===== src/rtl/core/nta_pkg.sv =====
// shared constants, table entry types and the controller/datapath command and status structs
// for the neighbor table with aging; no dependencies
`default_nettype none

package nta_pkg;

    // table geometry
    localparam int NBR_SLOTS    = 16;
    localparam int VEC_SLOTS    = 32;
    localparam int VEC_BYTES    = 7;
    localparam int PARAM_FIELDS = 7;

    // field widths
    localparam int BYTE_W = 8;
    localparam int ID_W   = 8;
    localparam int TICK_W = 32;
    localparam int DIST_W = 8;

    // derived widths
    localparam int NBR_AW     = (NBR_SLOTS > 1) ? $clog2(NBR_SLOTS) : 1;
    localparam int VEC_AW     = (VEC_SLOTS > 1) ? $clog2(VEC_SLOTS) : 1;
    localparam int NBR_CNT_W  = $clog2(NBR_SLOTS + 1);
    localparam int VEC_CNT_W  = $clog2(VEC_SLOTS + 1);
    localparam int SCAN_W     = (NBR_CNT_W > VEC_CNT_W) ? NBR_CNT_W : VEC_CNT_W;
    localparam int VEC_DATA_W = VEC_BYTES * BYTE_W;
    localparam int PARAM_W    = PARAM_FIELDS * BYTE_W;

    // configuration port
    localparam int CFG_IDX_W  = 8;
    localparam int CFG_DATA_W = 32;
    localparam logic [CFG_IDX_W-1:0] CFG_EXPIRY = 8'd0;
    localparam logic [CFG_IDX_W-1:0] CFG_BEACON = 8'd1;
    localparam logic [TICK_W-1:0]    EXPIRY_RESET = 32'd32;
    localparam logic [ID_W-1:0]      BEACON_RESET = 8'd0;

    typedef struct packed {
        logic [ID_W-1:0]   id;
        logic [TICK_W-1:0] tick;
        logic [DIST_W-1:0] distance;
    } nbr_entry_t;

    typedef struct packed {
        logic [ID_W-1:0]       id;
        logic [VEC_DATA_W-1:0] bytes;
    } vec_entry_t;

    // controller to datapath
    typedef struct packed {
        logic load_in;      // capture the input item
        logic scan_clear;   // restart the table scan
        logic scan_step;    // step the table scan
        logic sel_vec;      // scan works on the vector table
        logic nwrite;       // write the neighbor entry
        logic vwrite;       // write the vector entry
        logic age_init;     // start the sweep at the last entry
        logic age_rd;       // read the entry under the sweep pointer
        logic age_rd_last;  // read the last valid entry
        logic age_move;     // move the last entry into the swept slot
        logic age_drop;     // drop the last entry itself
        logic age_next;     // keep the entry, step down
        logic out_load;     // load the result register
    } nta_cmd_t;

    // datapath to controller
    typedef struct packed {
        logic scan_done;
        logic want_vec;
        logic age_done;
        logic expired;
        logic at_last;
    } nta_stat_t;

endpackage

`default_nettype wire


===== src/rtl/core/nta_dpath.sv =====
// datapath of the neighbor table: input capture, config registers, neighbor and vector
// memories, scan and sweep counters, result register; uses nta_pkg
`default_nettype none

module nta_dpath import nta_pkg::*; (
    input  wire logic                    aclk,
    input  wire logic                    aresetn,
    input  wire nta_cmd_t                cmd,
    output nta_stat_t                    stat,
    input  wire logic                    cfg_valid,
    input  wire logic [CFG_IDX_W-1:0]    cfg_index,
    input  wire logic [CFG_DATA_W-1:0]   cfg_data,
    input  wire logic [TICK_W-1:0]       s_now_ticks,
    input  wire logic [ID_W-1:0]         s_sender_id,
    input  wire logic [DIST_W-1:0]       s_distance_mm,
    input  wire logic                    s_share_flag,
    input  wire logic [BYTE_W-1:0]       s_param_0,
    input  wire logic [BYTE_W-1:0]       s_param_1,
    input  wire logic [BYTE_W-1:0]       s_param_2,
    input  wire logic [BYTE_W-1:0]       s_param_3,
    input  wire logic [BYTE_W-1:0]       s_param_4,
    input  wire logic [BYTE_W-1:0]       s_param_5,
    input  wire logic [BYTE_W-1:0]       s_param_6,
    output logic [NBR_CNT_W-1:0]         m_neighbor_count,
    output logic [VEC_CNT_W-1:0]         m_vector_count,
    output logic [NBR_AW-1:0]            m_neighbor_slot,
    output logic                         m_was_known,
    output logic [NBR_CNT_W-1:0]         m_removed_count
);

    // captured item
    logic [TICK_W-1:0]  now_reg;
    logic [ID_W-1:0]    sender_reg;
    logic [DIST_W-1:0]  dist_reg;
    logic               share_reg;
    logic [PARAM_W-1:0] params_reg;

    // config registers
    logic [TICK_W-1:0]  expiry_reg;
    logic [ID_W-1:0]    beacon_reg;

    // table state
    nbr_entry_t               nbr_mem [NBR_SLOTS];
    vec_entry_t               vec_mem [VEC_SLOTS];
    nbr_entry_t               nbr_rd_reg;
    vec_entry_t               vec_rd_reg;
    logic [NBR_CNT_W-1:0]     nbr_count_reg;
    logic [VEC_CNT_W-1:0]     vec_count_reg;

    // scan and sweep control
    logic [SCAN_W-1:0]        idx_reg;
    logic [SCAN_W-1:0]        rd_idx_reg;
    logic                     rdv_reg;
    logic                     found_reg;
    logic [SCAN_W-1:0]        hit_idx_reg;
    logic [NBR_CNT_W-1:0]     k_reg;
    logic [NBR_CNT_W-1:0]     removed_reg;
    logic [NBR_AW-1:0]        nslot_reg;
    logic                     known_reg;

    // result register
    logic [NBR_CNT_W-1:0]     out_ncount_reg;
    logic [VEC_CNT_W-1:0]     out_vcount_reg;
    logic [NBR_AW-1:0]        out_slot_reg;
    logic                     out_known_reg;
    logic [NBR_CNT_W-1:0]     out_removed_reg;

    logic [SCAN_W-1:0]        cur_count;
    logic [ID_W-1:0]          rd_id;
    logic                     scan_hit;
    logic [NBR_CNT_W-1:0]     k_m1;
    logic [NBR_CNT_W-1:0]     count_m1;
    logic [NBR_AW-1:0]        age_idx;
    logic [NBR_AW-1:0]        last_idx;
    logic [TICK_W-1:0]        age;
    logic                     nbr_room;
    logic                     vec_room;
    logic [NBR_AW-1:0]        nslot;
    logic [VEC_AW-1:0]        vslot;
    logic [NBR_AW-1:0]        nbr_raddr;
    logic                     nbr_we;
    logic [NBR_AW-1:0]        nbr_waddr;
    nbr_entry_t               nbr_wdata;

    // scan compare against the entry read last cycle
    assign cur_count = cmd.sel_vec ? SCAN_W'(vec_count_reg) : SCAN_W'(nbr_count_reg);
    assign rd_id     = cmd.sel_vec ? vec_rd_reg.id : nbr_rd_reg.id;
    assign scan_hit  = rdv_reg && (rd_id == sender_reg);

    // sweep addressing and age test
    assign k_m1     = k_reg - 1'b1;
    assign count_m1 = nbr_count_reg - 1'b1;
    assign age_idx  = k_m1[NBR_AW-1:0];
    assign last_idx = count_m1[NBR_AW-1:0];
    assign age      = now_reg - nbr_rd_reg.tick;

    // status to the controller
    assign stat.scan_done = scan_hit || (idx_reg >= cur_count);
    assign stat.want_vec  = share_reg && (sender_reg != beacon_reg);
    assign stat.age_done  = (k_reg == '0);
    assign stat.expired   = (age > expiry_reg);
    assign stat.at_last   = (k_reg == nbr_count_reg);

    // slot choice: match, append, or overwrite the last slot
    assign nbr_room = nbr_count_reg < NBR_CNT_W'(NBR_SLOTS);
    assign vec_room = vec_count_reg < VEC_CNT_W'(VEC_SLOTS);

    always_comb begin
        if (found_reg) begin
            nslot = hit_idx_reg[NBR_AW-1:0];
        end else if (nbr_room) begin
            nslot = nbr_count_reg[NBR_AW-1:0];
        end else begin
            nslot = NBR_AW'(NBR_SLOTS - 1);
        end
        if (found_reg) begin
            vslot = hit_idx_reg[VEC_AW-1:0];
        end else if (vec_room) begin
            vslot = vec_count_reg[VEC_AW-1:0];
        end else begin
            vslot = VEC_AW'(VEC_SLOTS - 1);
        end
    end

    // neighbor memory port selection
    always_comb begin
        if (cmd.age_rd_last) begin
            nbr_raddr = last_idx;
        end else if (cmd.age_rd) begin
            nbr_raddr = age_idx;
        end else begin
            nbr_raddr = idx_reg[NBR_AW-1:0];
        end
        nbr_we    = cmd.nwrite || cmd.age_move;
        nbr_waddr = cmd.age_move ? age_idx : nslot;
        if (cmd.age_move) begin
            nbr_wdata = nbr_rd_reg;
        end else begin
            nbr_wdata.id       = sender_reg;
            nbr_wdata.tick     = now_reg;
            nbr_wdata.distance = dist_reg;
        end
    end

    // neighbor memory, registered read
    always_ff @(posedge aclk) begin
        if (nbr_we) begin
            nbr_mem[nbr_waddr] <= nbr_wdata;
        end
        nbr_rd_reg <= nbr_mem[nbr_raddr];
    end

    // vector memory, registered read
    always_ff @(posedge aclk) begin
        if (cmd.vwrite) begin
            vec_mem[vslot] <= '{id: sender_reg, bytes: params_reg[VEC_DATA_W-1:0]};
        end
        vec_rd_reg <= vec_mem[idx_reg[VEC_AW-1:0]];
    end

    // item capture and result register
    always_ff @(posedge aclk) begin
        if (cmd.load_in) begin
            now_reg    <= s_now_ticks;
            sender_reg <= s_sender_id;
            dist_reg   <= s_distance_mm;
            share_reg  <= s_share_flag;
            params_reg <= {s_param_6, s_param_5, s_param_4, s_param_3,
                           s_param_2, s_param_1, s_param_0};
        end
        if (cmd.out_load) begin
            out_ncount_reg  <= nbr_count_reg;
            out_vcount_reg  <= vec_count_reg;
            out_slot_reg    <= nslot_reg;
            out_known_reg   <= known_reg;
            out_removed_reg <= removed_reg;
        end
    end

    // counts, config and sequencing registers
    always_ff @(posedge aclk) begin
        if (!aresetn) begin
            expiry_reg    <= EXPIRY_RESET;
            beacon_reg    <= BEACON_RESET;
            nbr_count_reg <= '0;
            vec_count_reg <= '0;
            idx_reg       <= '0;
            rdv_reg       <= 1'b0;
        end else begin
            // config write, unknown indexes ignored
            if (cfg_valid) begin
                case (cfg_index)
                    CFG_EXPIRY: expiry_reg <= cfg_data[TICK_W-1:0];
                    CFG_BEACON: beacon_reg <= cfg_data[ID_W-1:0];
                    default: ;
                endcase
            end

            // item start
            if (cmd.load_in) begin
                removed_reg <= '0;
                nslot_reg   <= '0;
                known_reg   <= 1'b0;
            end

            // table scan
            if (cmd.scan_clear) begin
                idx_reg <= '0;
                rdv_reg <= 1'b0;
            end else if (cmd.scan_step) begin
                if (stat.scan_done) begin
                    rdv_reg     <= 1'b0;
                    found_reg   <= scan_hit;
                    hit_idx_reg <= rd_idx_reg;
                end else begin
                    rdv_reg    <= 1'b1;
                    rd_idx_reg <= idx_reg;
                    idx_reg    <= idx_reg + 1'b1;
                end
            end

            // message writes
            if (cmd.nwrite) begin
                nslot_reg <= nslot;
                known_reg <= found_reg;
                if (!found_reg && nbr_room) begin
                    nbr_count_reg <= nbr_count_reg + 1'b1;
                end
            end
            if (cmd.vwrite && !found_reg && vec_room) begin
                vec_count_reg <= vec_count_reg + 1'b1;
            end

            // aging sweep
            if (cmd.age_init) begin
                k_reg <= nbr_count_reg;
            end else if (cmd.age_move || cmd.age_drop) begin
                nbr_count_reg <= count_m1;
                removed_reg   <= removed_reg + 1'b1;
                k_reg         <= k_m1;
            end else if (cmd.age_next) begin
                k_reg <= k_m1;
            end
        end
    end

    assign m_neighbor_count = out_ncount_reg;
    assign m_vector_count   = out_vcount_reg;
    assign m_neighbor_slot  = out_slot_reg;
    assign m_was_known      = out_known_reg;
    assign m_removed_count  = out_removed_reg;

endmodule

`default_nettype wire


===== src/rtl/core/nta_ctrl.sv =====
// controller of the neighbor table: state machine over scan, write and aging steps,
// input and result handshakes; uses nta_pkg
`default_nettype none

module nta_ctrl import nta_pkg::*; (
    input  wire logic       aclk,
    input  wire logic       aresetn,
    input  wire logic       s_valid,
    output logic            s_ready,
    input  wire logic       s_mode,
    output logic            m_valid,
    input  wire logic       m_ready,
    output nta_cmd_t        cmd,
    input  wire nta_stat_t  stat
);

    typedef enum logic [8:0] {
        S_IDLE   = 9'b000000001,
        S_NSCAN  = 9'b000000010,
        S_NWRITE = 9'b000000100,
        S_VSCAN  = 9'b000001000,
        S_VWRITE = 9'b000010000,
        S_AREAD  = 9'b000100000,
        S_ACHK   = 9'b001000000,
        S_AMOVE  = 9'b010000000,
        S_RESULT = 9'b100000000
    } state_t;

    state_t state_reg, state_next;
    logic   m_valid_reg, m_valid_next;

    // next state and commands
    always_comb begin
        state_next = state_reg;
        cmd        = '0;
        s_ready    = 1'b0;
        unique case (state_reg)
            S_IDLE: begin
                s_ready = 1'b1;
                if (s_valid) begin
                    cmd.load_in    = 1'b1;
                    cmd.scan_clear = 1'b1;
                    cmd.age_init   = 1'b1;
                    state_next     = s_mode ? S_AREAD : S_NSCAN;
                end
            end
            S_NSCAN: begin
                cmd.scan_step = 1'b1;
                if (stat.scan_done) begin
                    state_next = S_NWRITE;
                end
            end
            S_NWRITE: begin
                cmd.nwrite     = 1'b1;
                cmd.scan_clear = 1'b1;
                state_next     = stat.want_vec ? S_VSCAN : S_RESULT;
            end
            S_VSCAN: begin
                cmd.scan_step = 1'b1;
                cmd.sel_vec   = 1'b1;
                if (stat.scan_done) begin
                    state_next = S_VWRITE;
                end
            end
            S_VWRITE: begin
                cmd.vwrite = 1'b1;
                state_next = S_RESULT;
            end
            S_AREAD: begin
                if (stat.age_done) begin
                    state_next = S_RESULT;
                end else begin
                    cmd.age_rd = 1'b1;
                    state_next = S_ACHK;
                end
            end
            S_ACHK: begin
                // expired entry: fetch the last one to fill the hole, or just drop the last
                if (!stat.expired) begin
                    cmd.age_next = 1'b1;
                    state_next   = S_AREAD;
                end else if (stat.at_last) begin
                    cmd.age_drop = 1'b1;
                    state_next   = S_AREAD;
                end else begin
                    cmd.age_rd_last = 1'b1;
                    state_next      = S_AMOVE;
                end
            end
            S_AMOVE: begin
                cmd.age_move = 1'b1;
                state_next   = S_AREAD;
            end
            S_RESULT: begin
                if (!m_valid_reg || m_ready) begin
                    cmd.out_load = 1'b1;
                    state_next   = S_IDLE;
                end
            end
            default: begin
                state_next = S_IDLE;
            end
        endcase
    end

    // result valid flag
    always_comb begin
        m_valid_next = m_valid_reg;
        if (cmd.out_load) begin
            m_valid_next = 1'b1;
        end else if (m_ready) begin
            m_valid_next = 1'b0;
        end
    end

    always_ff @(posedge aclk) begin
        if (!aresetn) begin
            state_reg   <= S_IDLE;
            m_valid_reg <= 1'b0;
        end else begin
            state_reg   <= state_next;
            m_valid_reg <= m_valid_next;
        end
    end

    assign m_valid = m_valid_reg;

endmodule

`default_nettype wire


===== src/rtl/core/neighbor_table_with_aging.sv =====
// top level of the neighbor table with aging: joins the controller and the datapath
// uses nta_pkg, nta_ctrl, nta_dpath
`default_nettype none

// Usage
//   Input channel s_*: one item per handshake. s_mode 0 is a received message that looks
//   up the sender, refreshes or appends its neighbor entry and, when sharing is allowed
//   and the sender is not the beacon, stores its parameter bytes. s_mode 1 is an aging
//   sweep that removes entries older than the expiry.
//   Result channel m_*: exactly one item per input item, in order.
//   Config channel cfg_*: always ready; index 0 is the expiry, index 1 the beacon id.
//   Write it only while no item is in flight.
// Sequencing (one item at a time)
//   message: the neighbor scan and write, then the vector scan and write when the
//   parameter bytes are stored, then the result; the scans walk the neighbor and vector
//   memories one entry per cycle through their single read port.
//   sweep: each entry is read and checked, last first; a hole is filled with the last.
//   The next item is accepted the cycle after the result is loaded.
// Reset clears both counts, loads expiry 32 and beacon 0; table contents are not cleared.
// A stalled receiver holds the result; one finished item may wait in the controller.
module neighbor_table_with_aging import nta_pkg::*; (
    input  wire logic                    aclk,
    input  wire logic                    aresetn,
    input  wire logic                    cfg_valid,
    output logic                         cfg_ready,
    input  wire logic [CFG_IDX_W-1:0]    cfg_index,
    input  wire logic [CFG_DATA_W-1:0]   cfg_data,
    input  wire logic                    s_valid,
    output logic                         s_ready,
    input  wire logic                    s_mode,
    input  wire logic [TICK_W-1:0]       s_now_ticks,
    input  wire logic [ID_W-1:0]         s_sender_id,
    input  wire logic [DIST_W-1:0]       s_distance_mm,
    input  wire logic                    s_share_flag,
    input  wire logic [BYTE_W-1:0]       s_param_0,
    input  wire logic [BYTE_W-1:0]       s_param_1,
    input  wire logic [BYTE_W-1:0]       s_param_2,
    input  wire logic [BYTE_W-1:0]       s_param_3,
    input  wire logic [BYTE_W-1:0]       s_param_4,
    input  wire logic [BYTE_W-1:0]       s_param_5,
    input  wire logic [BYTE_W-1:0]       s_param_6,
    output logic                         m_valid,
    input  wire logic                    m_ready,
    output logic [NBR_CNT_W-1:0]         m_neighbor_count,
    output logic [VEC_CNT_W-1:0]         m_vector_count,
    output logic [NBR_AW-1:0]            m_neighbor_slot,
    output logic                         m_was_known,
    output logic [NBR_CNT_W-1:0]         m_removed_count
);

    nta_cmd_t  cmd;
    nta_stat_t stat;

    // config registers take a write every cycle
    assign cfg_ready = 1'b1;

    nta_ctrl u_ctrl (
        .aclk    (aclk),
        .aresetn (aresetn),
        .s_valid (s_valid),
        .s_ready (s_ready),
        .s_mode  (s_mode),
        .m_valid (m_valid),
        .m_ready (m_ready),
        .cmd     (cmd),
        .stat    (stat)
    );

    nta_dpath u_dpath (
        .aclk             (aclk),
        .aresetn          (aresetn),
        .cmd              (cmd),
        .stat             (stat),
        .cfg_valid        (cfg_valid),
        .cfg_index        (cfg_index),
        .cfg_data         (cfg_data),
        .s_now_ticks      (s_now_ticks),
        .s_sender_id      (s_sender_id),
        .s_distance_mm    (s_distance_mm),
        .s_share_flag     (s_share_flag),
        .s_param_0        (s_param_0),
        .s_param_1        (s_param_1),
        .s_param_2        (s_param_2),
        .s_param_3        (s_param_3),
        .s_param_4        (s_param_4),
        .s_param_5        (s_param_5),
        .s_param_6        (s_param_6),
        .m_neighbor_count (m_neighbor_count),
        .m_vector_count   (m_vector_count),
        .m_neighbor_slot  (m_neighbor_slot),
        .m_was_known      (m_was_known),
        .m_removed_count  (m_removed_count)
    );

endmodule

`default_nettype wire


===== config.mk =====
export PLATFORM = sky130hd
export DESIGN_NAME = neighbor_table_with_aging
export DESIGN_NICKNAME = d
export VERILOG_FILES = /design/src/rtl/core/nta_pkg.sv /design/src/rtl/core/nta_dpath.sv /design/src/rtl/core/nta_ctrl.sv /design/src/rtl/core/neighbor_table_with_aging.sv
export SDC_FILE = /design/constraint.sdc
export NUM_CORES = 1
export LEC_CHECK = 0
export BUFFER_PORTS_ARGS = -buffer_cell sky130_fd_sc_hd__buf_2
export CORE_AREA = 2 2 404 326
export CTS_BUF_LIST = sky130_fd_sc_hd__clkbuf_2 sky130_fd_sc_hd__clkbuf_4 sky130_fd_sc_hd__clkbuf_8
export CTS_CLUSTER_SIZE = 25
export DETAILED_ROUTE_END_ITERATION = 8
export DIE_AREA = 0 0 406 328
export GPL_ROUTABILITY_DRIVEN = 1
export HOLD_SLACK_MARGIN = 0.02
export SLEW_MARGIN = 30
export SYNTH_ARGS = -nofsm -noshare
export SYNTH_HDL_FRONTEND = slang
export SYNTH_SLANG_ARGS = --single-unit
export TNS_END_PERCENT = 100

===== constraint.sdc =====
create_clock -name aclk -period 5.4 [get_ports aclk]
set_input_delay 1.08 -clock aclk [delete_from_list [all_inputs] [get_ports aclk]]
set_output_delay 1.08 -clock aclk [all_outputs]
set_load 0.005 [all_outputs]

==> impl.org, run 1 <==
** STA
- FMAX :: 0.166 GHz
- Final max-slew violation count :: 0
- Post-route clock period utilization :: 112%
- Worst Tran Pin Value :: 0.992 ns
- RSZ-0062 raised after global routing :: yes
- Final clock skew :: 0.0446 ns
- Across all setup checks in the final design, the least slack found is -0.642 ns.
- Setup violations remaining at the end of the flow were counted as 52.
- The hold violation count in the final report came to 0.
- Slew headroom :: 33.8%
- Minimum clock period :: 6.04 ns
- Final setup TNS :: -23.70 ns

** Logic synthesis
- A synthesized cell averages 15.9 µm².
- In the post-synthesis netlist, the biggest area contributors are sky130_fd_sc_hd__edfxtp_1, sky130_fd_sc_hd__mux2i_1, sky130_fd_sc_hd__dfxtp_1, sky130_fd_sc_hd__mux4_2, sky130_fd_sc_hd__o22ai_1.
- Most instantiated flip-flop cell in the synthesis netlist :: sky130_fd_sc_hd__edfxtp_1
- Count of warnings emitted by yosys :: 0
- In this run the biggest area consumer among cell types represents 65.9% of the synthesized area.
- Synthesized Nets :: 3042
- Most repeated cell in the gate-level netlist after synthesis :: sky130_fd_sc_hd__edfxtp_1
- Seq cells post-synth :: 1100
- Of all cell types, the one taking the most synthesized area is sky130_fd_sc_hd__edfxtp_1.
- The mapped netlist covers 44800 µm².
- In this run, synthesis inferred 984 flip-flops with an integrated enable.
- Part of the Yosys area used for sequential elements :: 71.1%
- Synthesis handed over a netlist of 2814 instances.
- Async set-reset flop share out of synthesis :: 0%
- Ranking of synthesized cells by instance count :: sky130_fd_sc_hd__edfxtp_1, sky130_fd_sc_hd__mux2i_1, sky130_fd_sc_hd__nand2_1
- Count of unique library cells instantiated by Yosys :: 80

** Final layout
- The register with the most flip-flops in the layout has 640 of them.
- For this run, the post-layout net count is 3490.
- With fillers left out, the area of the finished cells amounts to 54600 µm².
- Once layout is complete, the utilization of the core stands at 42.4%.
- Final-layout fill cell count :: 11400
- Post-synthesis to final-layout area growth :: 21.9%
- Of the cells placed in the final design, the portion with a size suffix greater than 1 is 26.7%.

** Critical path
- Register-to-register setup slack :: -0.64 ns
- Type of the worst setup path :: flop to flop
- Crit path launch type :: flop
- STA classifies the critical path endpoint as a flop.
- STA puts the critical path data arrival time at 6.73 ns.
- Data on the critical path is required at its endpoint by 6.08 ns.
- Of all nets on the critical path, the largest fanout is 12.

** Power
- VDD sags by at most 0.000217 V.
- In this run the static leakage power is 18.1 nW.
- For this design the ratio of total power to cell area is 383 nW/µm².
- Logic gate share of total power :: 17.2%
- Clock network fraction of design power :: 34.7%
- Internal power :: 15.3 mW
- Registers are responsible for 48.1% of the overall power.
- In this run switching power makes up 26.9% of total power.
- In this run the power spent charging and discharging nets is 5.63 mW.

** Routing
- After detailed routing, the number of vias per cell comes to 5.11.
- After detailed routing, the number of remaining DRC violations is 0.
- Routed wire length per instance :: 22.8 µm
- Post-detailed-route count of antenna-violating nets :: 0
- The final route contains 26300 vias.
- First-pass detailed-route iteration total :: 5
- Drt initial violations :: 2554
- Routed WL :: 117000 µm

** Floorplanning
- Number of cell rows :: 118
- The floorplan step set the die height to 328 µm.
- Area of the placeable core :: 129000 µm²
- Die Span X :: 406 µm
- The die covers 133000 µm².
- During I/O placement, the number of pins put on the boundary was 175.
- Starting utilization of the core area :: 34.8%

** Status
- The checks that failed: negative setup slack.
- The flow ran to the end, but the final reports show violations.

** Clock tree
- TritonCTS built the clock tree.
- Number of levels the H-tree was split into :: 4
- Clock root buffer master :: sky130_fd_sc_hd__clkbuf_8
- Total clock sinks :: 1100
- Clock tree buffer depth :: 3
- Clock transition at path regs :: 0.07 ns
- The clock reaches the later pin of the worst-skew pair after 0.85 ns.
- Number of clock buffers inserted by TritonCTS :: 178

** GRT
- Grt ovf :: 0
- The via count of the first global-routing pass came to 25700.
- Antenna violations before repair :: 3
- Pin count of the biggest net entering global routing :: 48
- The first global-routing pass estimated 169000 µm of wire.
- Total routing resource utilization after global routing :: 17.3%

** Min path
- The tightest min-delay check is of the primary input to flop type.

** Placement
- Cell area after placement :: 49100 µm²
- During placement, the flow inserted port buffers numbering 109.
- At the placement stage, the worst setup path has a slack of -1.15 ns.
- Routability-driven placement congestion ratio :: 0.839
- Detailed placement ended at an HPWL of 66600 µm.

** Run
- Number of maximum-capacitance violations :: 0
stage by stage:
stage,hold slack [ns],std cells,power (mW)
3_5_place_dp,0.405,4747,13.4
4_1_cts,0.326,5141,21.0
6_report,0.403,5154,21.0
2_1_floorplan,0.400,2814,12.0
5_1_grt,0.357,5154,21.8
3_3_place_gp,0.408,4746,13.4
worst max-delay path: stages (launching register included):
cell and delay, ns:
sky130_fd_sc_hd__edfxtp_1 0.47, sky130_fd_sc_hd__ha_4 0.34, sky130_fd_sc_hd__buf_6 0.12, sky130_fd_sc_hd__nand3_4 0.10, sky130_fd_sc_hd__buf_6 0.13, sky130_fd_sc_hd__nor2b_2 0.09
sky130_fd_sc_hd__nand4_1 0.29, sky130_fd_sc_hd__a2111oi_4 0.52, sky130_fd_sc_hd__buf_4 0.22, sky130_fd_sc_hd__o32ai_4 0.09, sky130_fd_sc_hd__o2111ai_2 0.26, sky130_fd_sc_hd__a21oi_2 0.09
sky130_fd_sc_hd__xnor2_1 0.14, sky130_fd_sc_hd__ha_1 0.30, sky130_fd_sc_hd__nand4_1 0.26, sky130_fd_sc_hd__buf_6 0.24, sky130_fd_sc_hd__nor3_4 0.21, sky130_fd_sc_hd__a211oi_4 0.09
sky130_fd_sc_hd__buf_12 0.15, sky130_fd_sc_hd__a21oi_4 0.14, sky130_fd_sc_hd__buf_6 0.12, sky130_fd_sc_hd__a22o_4 0.30, sky130_fd_sc_hd__buf_4 0.20, sky130_fd_sc_hd__buf_16 0.17
sky130_fd_sc_hd__mux2i_1 0.19, sky130_fd_sc_hd__o22ai_1 0.11, sky130_fd_sc_hd__or4_1 0.54
power by group through the flow:
stage | Sequential, mW | Combinational [mW] | Clock [mW]
after floorplan | 10.2 | 1.71 | 0
after global placement | 10.3 | 3.09 | 0
after detailed placement | 10.3 | 3.16 | 0
after CTS | 10.1 | 3.48 | 7.41
after global routing | 10.1 | 3.96 | 7.76
final | 10.1 | 3.61 | 7.27
routing by layer:
layer  wire, µm  track usage [%]
met2      53400             26.6
met1      52800             24.5
met3       8540             3.67
met4       2500             5.18
met5          0                0
path summary, 6_finish.rpt:
check,depth (start not counted),start,endpoint
max reg2reg,26,u_dpath.now_reg[9],u_dpath.nbr_rd_reg[19]
max,26,u_dpath.now_reg[9],u_dpath.nbr_rd_reg[19]
min reg2reg,0,u_dpath.rd_idx_reg[3],u_dpath.hit_idx_reg[3]
min,1,s_now_ticks[26],u_dpath.now_reg[26]
what timing repair did:
action | CTS | global route
buffers inserted | 50 | 6
hold buffers | 0 | 0
pin swaps | 63 | 36
cloned | 16 | 8
resized for setup | 104 | 48
endpoints found under the setup margin | 56 | 56
layout make-up:
class                           count  area [µm²]  area share, %
Antenna cell                        1        2.50        0.00458
Clock buffer                      252        3100           5.67
Clock inverter                     79         539          0.987
Inverter                           86         323          0.591
Multi-Input combinational cell   1499       12700           23.3
Sequential cell                  1100       31900           58.3
Tap cell                         1740        2180           3.98
Timing Repair Buffer              397        3900           7.14
layout by cell type (no fill, tap or decap), types with 13 or more instances in the layout:
master and instances:
sky130_fd_sc_hd__mux2i_2 14, sky130_fd_sc_hd__nor2_4 20, sky130_fd_sc_hd__nand3_1 15, sky130_fd_sc_hd__clkinv_1 34, sky130_fd_sc_hd__nor2_1 124, sky130_fd_sc_hd__edfxtp_1 984, sky130_fd_sc_hd__ha_1 71, sky130_fd_sc_hd__o22ai_1 160
sky130_fd_sc_hd__inv_1 81, sky130_fd_sc_hd__buf_16 19, sky130_fd_sc_hd__buf_2 109, sky130_fd_sc_hd__clkinv_2 26, sky130_fd_sc_hd__buf_4 186, sky130_fd_sc_hd__nand2b_1 13, sky130_fd_sc_hd__o21ai_0 50, sky130_fd_sc_hd__nand4_1 14
sky130_fd_sc_hd__buf_6 28, sky130_fd_sc_hd__xnor2_1 40, sky130_fd_sc_hd__mux4_2 80, sky130_fd_sc_hd__a21o_1 22, sky130_fd_sc_hd__nor3_1 26, sky130_fd_sc_hd__clkbuf_4 59, sky130_fd_sc_hd__nand2_1 186, sky130_fd_sc_hd__dfxtp_1 113
sky130_fd_sc_hd__buf_12 44, sky130_fd_sc_hd__a21oi_1 66, sky130_fd_sc_hd__xor2_1 23, sky130_fd_sc_hd__or4_1 40, sky130_fd_sc_hd__clkbuf_8 193, sky130_fd_sc_hd__mux2i_1 334
logic make-up after synthesis:
group / after synthesis / synth area share, %
mux: 444 / 12.2
compound gates: 401 / 5.61
buf+inv: 216 / 2.23
flops: 1100 / 71.1
simple gates: 511 / 5.41
xor+xnor: 64 / 1.25
other cells: 1 / 0.00837
fa+ha+maj: 77 / 2.17
Note: power is estimated with default switching activity, not from simulation.
==> inputs of run 2 (changes only) <==
--- a/config.mk
+++ b/config.mk
@@ -5,12 +5,13 @@
 export SDC_FILE = /design/constraint.sdc
 export NUM_CORES = 1
 export LEC_CHECK = 0
+export ABC_AREA = 1
 export BUFFER_PORTS_ARGS = -buffer_cell sky130_fd_sc_hd__buf_2
-export CORE_AREA = 2 2 404 326
+export CORE_AREA = 2 2 418 337
 export CTS_BUF_LIST = sky130_fd_sc_hd__clkbuf_2 sky130_fd_sc_hd__clkbuf_4 sky130_fd_sc_hd__clkbuf_8
 export CTS_CLUSTER_SIZE = 25
 export DETAILED_ROUTE_END_ITERATION = 8
-export DIE_AREA = 0 0 406 328
+export DIE_AREA = 0 0 420 339
 export GPL_ROUTABILITY_DRIVEN = 1
 export HOLD_SLACK_MARGIN = 0.02
 export SLEW_MARGIN = 30
==> impl.org, run 2 <==
** Clock tree
- The register clock-pin slew on the reported worst setup and hold paths came to 0.06 ns (was 0.07 ns).
- Total clock sinks :: 1100 (unchanged)
- The maximum clock path buffer count came to 3 (unchanged).
- The CTS tree is yes (unchanged).
- Clock root buffer master :: sky130_fd_sc_hd__clkbuf_8 (unchanged)
- The number of levels the H-tree was split into was 4 (unchanged).
- The number of buffers added by the clock tree synthesis step is 184 (was 178).
- Clock latency at the later pin of the worst-skew pair :: 0.88 ns (was 0.85 ns)

** STA
- Number of hold violations in the final report :: 0 (unchanged)
- The post-route setup TNS is 0 ns (was -23.70 ns).
- Final setup violating endpoints :: 0 (was 52)
- Final max-slew violation count :: 0 (unchanged)
- The fraction of the cycle the final worst path needs was 94.6% (was 112%).
- Final clock skew :: 0.0421 ns (was 0.0446 ns)
- The timing-limited maximum frequency came to 0.196 GHz (was 0.166 GHz).
- Worst Tran Pin Value :: 1.02 ns (was 0.992 ns)
- The minimum clock period is 5.11 ns (was 6.04 ns).
- The minimum hold slack is 0.378 ns (was 0.403 ns).
- The remaining max-slew budget at the tightest pin came to 32.0% (was 33.8%).
- RSZ-0062 raised after global routing :: yes (unchanged)

** Routing
- DRC viols :: 0 (unchanged)
- The final routed wirelength across all metal layers was 136000 µm (was 117000 µm).
- The initial DRC count was 3468 (was 2554).
- First-pass detailed-route iteration total :: 6 (was 5)
- Post-detailed-route count of antenna-violating nets :: 0 (unchanged)
- The ratio of routed vias to standard cells came to 5.04 (was 5.11).
- Routed via count :: 33700 (was 26300)
- The wire length per cell after detailed routing came to 20.4 µm (was 22.8 µm).

** Critical path
- Most common cell type on the critical path :: sky130_fd_sc_hd__nand2_1 (was sky130_fd_sc_hd__buf_6)
- The longest individual stage delay on the worst path is 0.36 ns (was 0.54 ns).
- The nature of the critical path endpoint is a flop (unchanged).
- The maximum fanout along the worst path is 43 (was 12).
- The data arrival time of the worst path was 5.82 ns (was 6.73 ns).
- Register-to-register setup slack :: 0.29 ns (was -0.64 ns)
- Type of the worst setup path :: flop to flop (unchanged)
- The required time at the worst-slack endpoint is 6.11 ns (was 6.08 ns).
- Slowest cell on the critical path :: sky130_fd_sc_hd__ha_1 (was sky130_fd_sc_hd__or4_1)
- The category of the worst setup path launch point was a flop (unchanged).

** Floorplanning
- Die Span X :: 420 µm (was 406 µm)
- Num ports :: 175 (unchanged)
- Area of the placeable core :: 138000 µm² (was 129000 µm²)
- Overall die height :: 339 µm (was 328 µm)
- The starting density of the core came to 34.9% (was 34.8%).
- Floorplan die area :: 142000 µm² (was 133000 µm²)
- The standard-cell row count was 122 (was 118).

** Run
- Number of maximum-capacitance violations :: 0 (unchanged)

** Logic synthesis
- Ranking of synthesized cells by instance count :: sky130_fd_sc_hd__edfxtp_1, sky130_fd_sc_hd__nand2_1, sky130_fd_sc_hd__nand3_1 (was sky130_fd_sc_hd__edfxtp_1, sky130_fd_sc_hd__mux2i_1, sky130_fd_sc_hd__nand2_1)
- Part of the Yosys area used for sequential elements :: 66.3% (was 71.1%)
- The synthesized instance count came to 4464 (was 2814).
- The dominant synthesized flop cell is sky130_fd_sc_hd__edfxtp_1 (unchanged).
- The async set-or-reset flop fraction in the synthesized netlist came to 0% (unchanged).
- Cell type with the highest aggregate area in the netlist :: sky130_fd_sc_hd__edfxtp_1 (unchanged)
- Netlist Area Pre-Place :: 48100 µm² (was 44800 µm²)
- Most repeated cell in the gate-level netlist after synthesis :: sky130_fd_sc_hd__edfxtp_1 (unchanged)
- The number of warnings printed during yosys synthesis was 0 (unchanged).
- The number of enable flip-flop cells after synthesis came to 984 (unchanged).
- Synthesized Nets :: 4692 (was 3042)
- The total of flip-flops plus latches after synthesis is 1100 (unchanged).
- The distinct cell type count of the synthesized netlist came to 51 (was 80).
- The area fraction of the dominant cell type after synthesis is 61.5% (was 65.9%).
- Synthesized area divided by synthesized cell count :: 10.8 µm² (was 15.9 µm²)
- Largest cells by area after synthesis: sky130_fd_sc_hd__edfxtp_1, sky130_fd_sc_hd__nand3_1, sky130_fd_sc_hd__nand2_1, sky130_fd_sc_hd__dfxtp_1, sky130_fd_sc_hd__inv_1 (was sky130_fd_sc_hd__edfxtp_1, sky130_fd_sc_hd__mux2i_1, sky130_fd_sc_hd__dfxtp_1, sky130_fd_sc_hd__mux4_2, sky130_fd_sc_hd__o22ai_1).

** Placement
- Half-perimeter wire length after detailed placement :: 77600 µm (was 66600 µm)
- Routability-driven placement congestion ratio :: 0.889 (was 0.839)
- Count of buffers from port buffering :: 109 (unchanged)

** Final layout
- The number of flip-flops under the largest register name is 640 (unchanged).
- Share of final-layout standard cells stronger than drive strength 1 :: 13.0% (was 26.7%)
- The most common cell after layout, fill and taps aside is sky130_fd_sc_hd__edfxtp_1 (unchanged).
- The layout overhead on the synthesized area came to 15.5% (was 21.9%).
- The net total in the final layout is 4891 (was 3490).
- Final core area utilization :: 40.3% (was 42.4%)
- Most frequent cells in the layout :: sky130_fd_sc_hd__edfxtp_1, sky130_fd_sc_hd__nand2_1, sky130_fd_sc_hd__nand3_1 (was sky130_fd_sc_hd__edfxtp_1, sky130_fd_sc_hd__mux2i_1, sky130_fd_sc_hd__clkbuf_8)

** GRT
- Number of global-route vias before repair :: 31700 (was 25700)
- Pin count of the biggest net entering global routing :: 79 (was 48)
- Global-route wire length before repair :: 198000 µm (was 169000 µm)
- The total routing resource utilization after global routing came to 18.4% (was 17.3%).
- Grt ovf :: 0 (unchanged)
- Antenna violations before repair :: 4 (was 3)

** Power
- Power density cells :: 385 nW/µm² (was 383 nW/µm²)
- Cell leakage power :: 21.5 nW (was 18.1 nW)
- The peak ir drop on the vdd network is 0.000300 V (was 0.000217 V).

** Min path
- Path class of the lowest-slack min-delay path :: primary input to flop (unchanged)

** Status
- Result of the run: finished clean (was finished, violations left).
[run 2: layout make-up]
cell class	instances	area [µm²]
Antenna cell	4	10.0
Clock buffer	274	3270
Clock inverter	66	454
Fill cell	13100	82300
Inverter	449	1700
Multi-Input combinational cell	2673	13600
Sequential cell	1100	31900
Tap cell	1860	2330
Timing Repair Buffer	255	2300
[run 2: kinds of logic (layout without fill, tap and decap cells)]
logic type / after synthesis / in the layout / synth area share (%)
other: 1 / 5 / 0.00780
and+or+nand+nor: 2045 / 2045 / 19.0
buffers and inverters: 691 / 1044 / 5.99
xor gates and xnor gates: 56 / 56 / 1.02
adders and majority gates: 77 / 77 / 2.02
AOI/OAI and AO/OA: 494 / 494 / 5.69
DFF: 1100 / 1100 / 66.3
[run 2: path summary, 6_finish.rpt]
kind / from / to / cells after the start
max reg2reg: u_dpath.nbr_rd_reg[10] / u_dpath.nbr_rd_reg[43] / 29
min: s_now_ticks[31] / u_dpath.now_reg[31] / 1
max: u_dpath.nbr_rd_reg[10] / u_dpath.nbr_rd_reg[43] / 29
min reg2reg: u_dpath.rd_idx_reg[2] / u_dpath.hit_idx_reg[2] / 0
[run 2: worst max-delay path: cells and delay by family (launching register included)]
kind            cells  cell delay [ns]
buf+inv             5             0.71
flops               1             0.35
simple gates       14             1.72
fa+ha+maj           2             0.66
compound gates      7             1.32
xor+xnor            1             0.17
[run 2: stage by stage]
step                worst slack (ns)  total power, mW  area [µm²]  instances
floorplan                       1.15             12.6       48100       4464
global route                 -0.0226             22.3       55500       6681
global placement              0.0578             13.9       51300       6325
CTS                           0.0160             21.4       55100       6666
detailed placement            0.0671             14.0       51300       6325
finish                         0.293             21.4       55500       6681
[run 2: what timing repair did]
action                     CTS  global route
gates cloned                 1             9
hold buffers                 0             0
buffers inserted             0             2
pin swaps                    1             1
resized for setup            2            25
setup endpoints to repair    1            44
[run 2: where the power goes]
part | total [mW] | internal [mW] | switching (mW)
clock | 7.44 | 4.08 | 3.36
sequential | 10.1 | 9.95 | 0.196
combinational | 3.79 | 1.25 | 2.55
[run 2: routing by layer]
metal	track usage (%)	routed length [µm]
met5	0	0
met4	6.47	3720
met3	3.16	10200
met2	29.4	63500
met1	25.3	58900
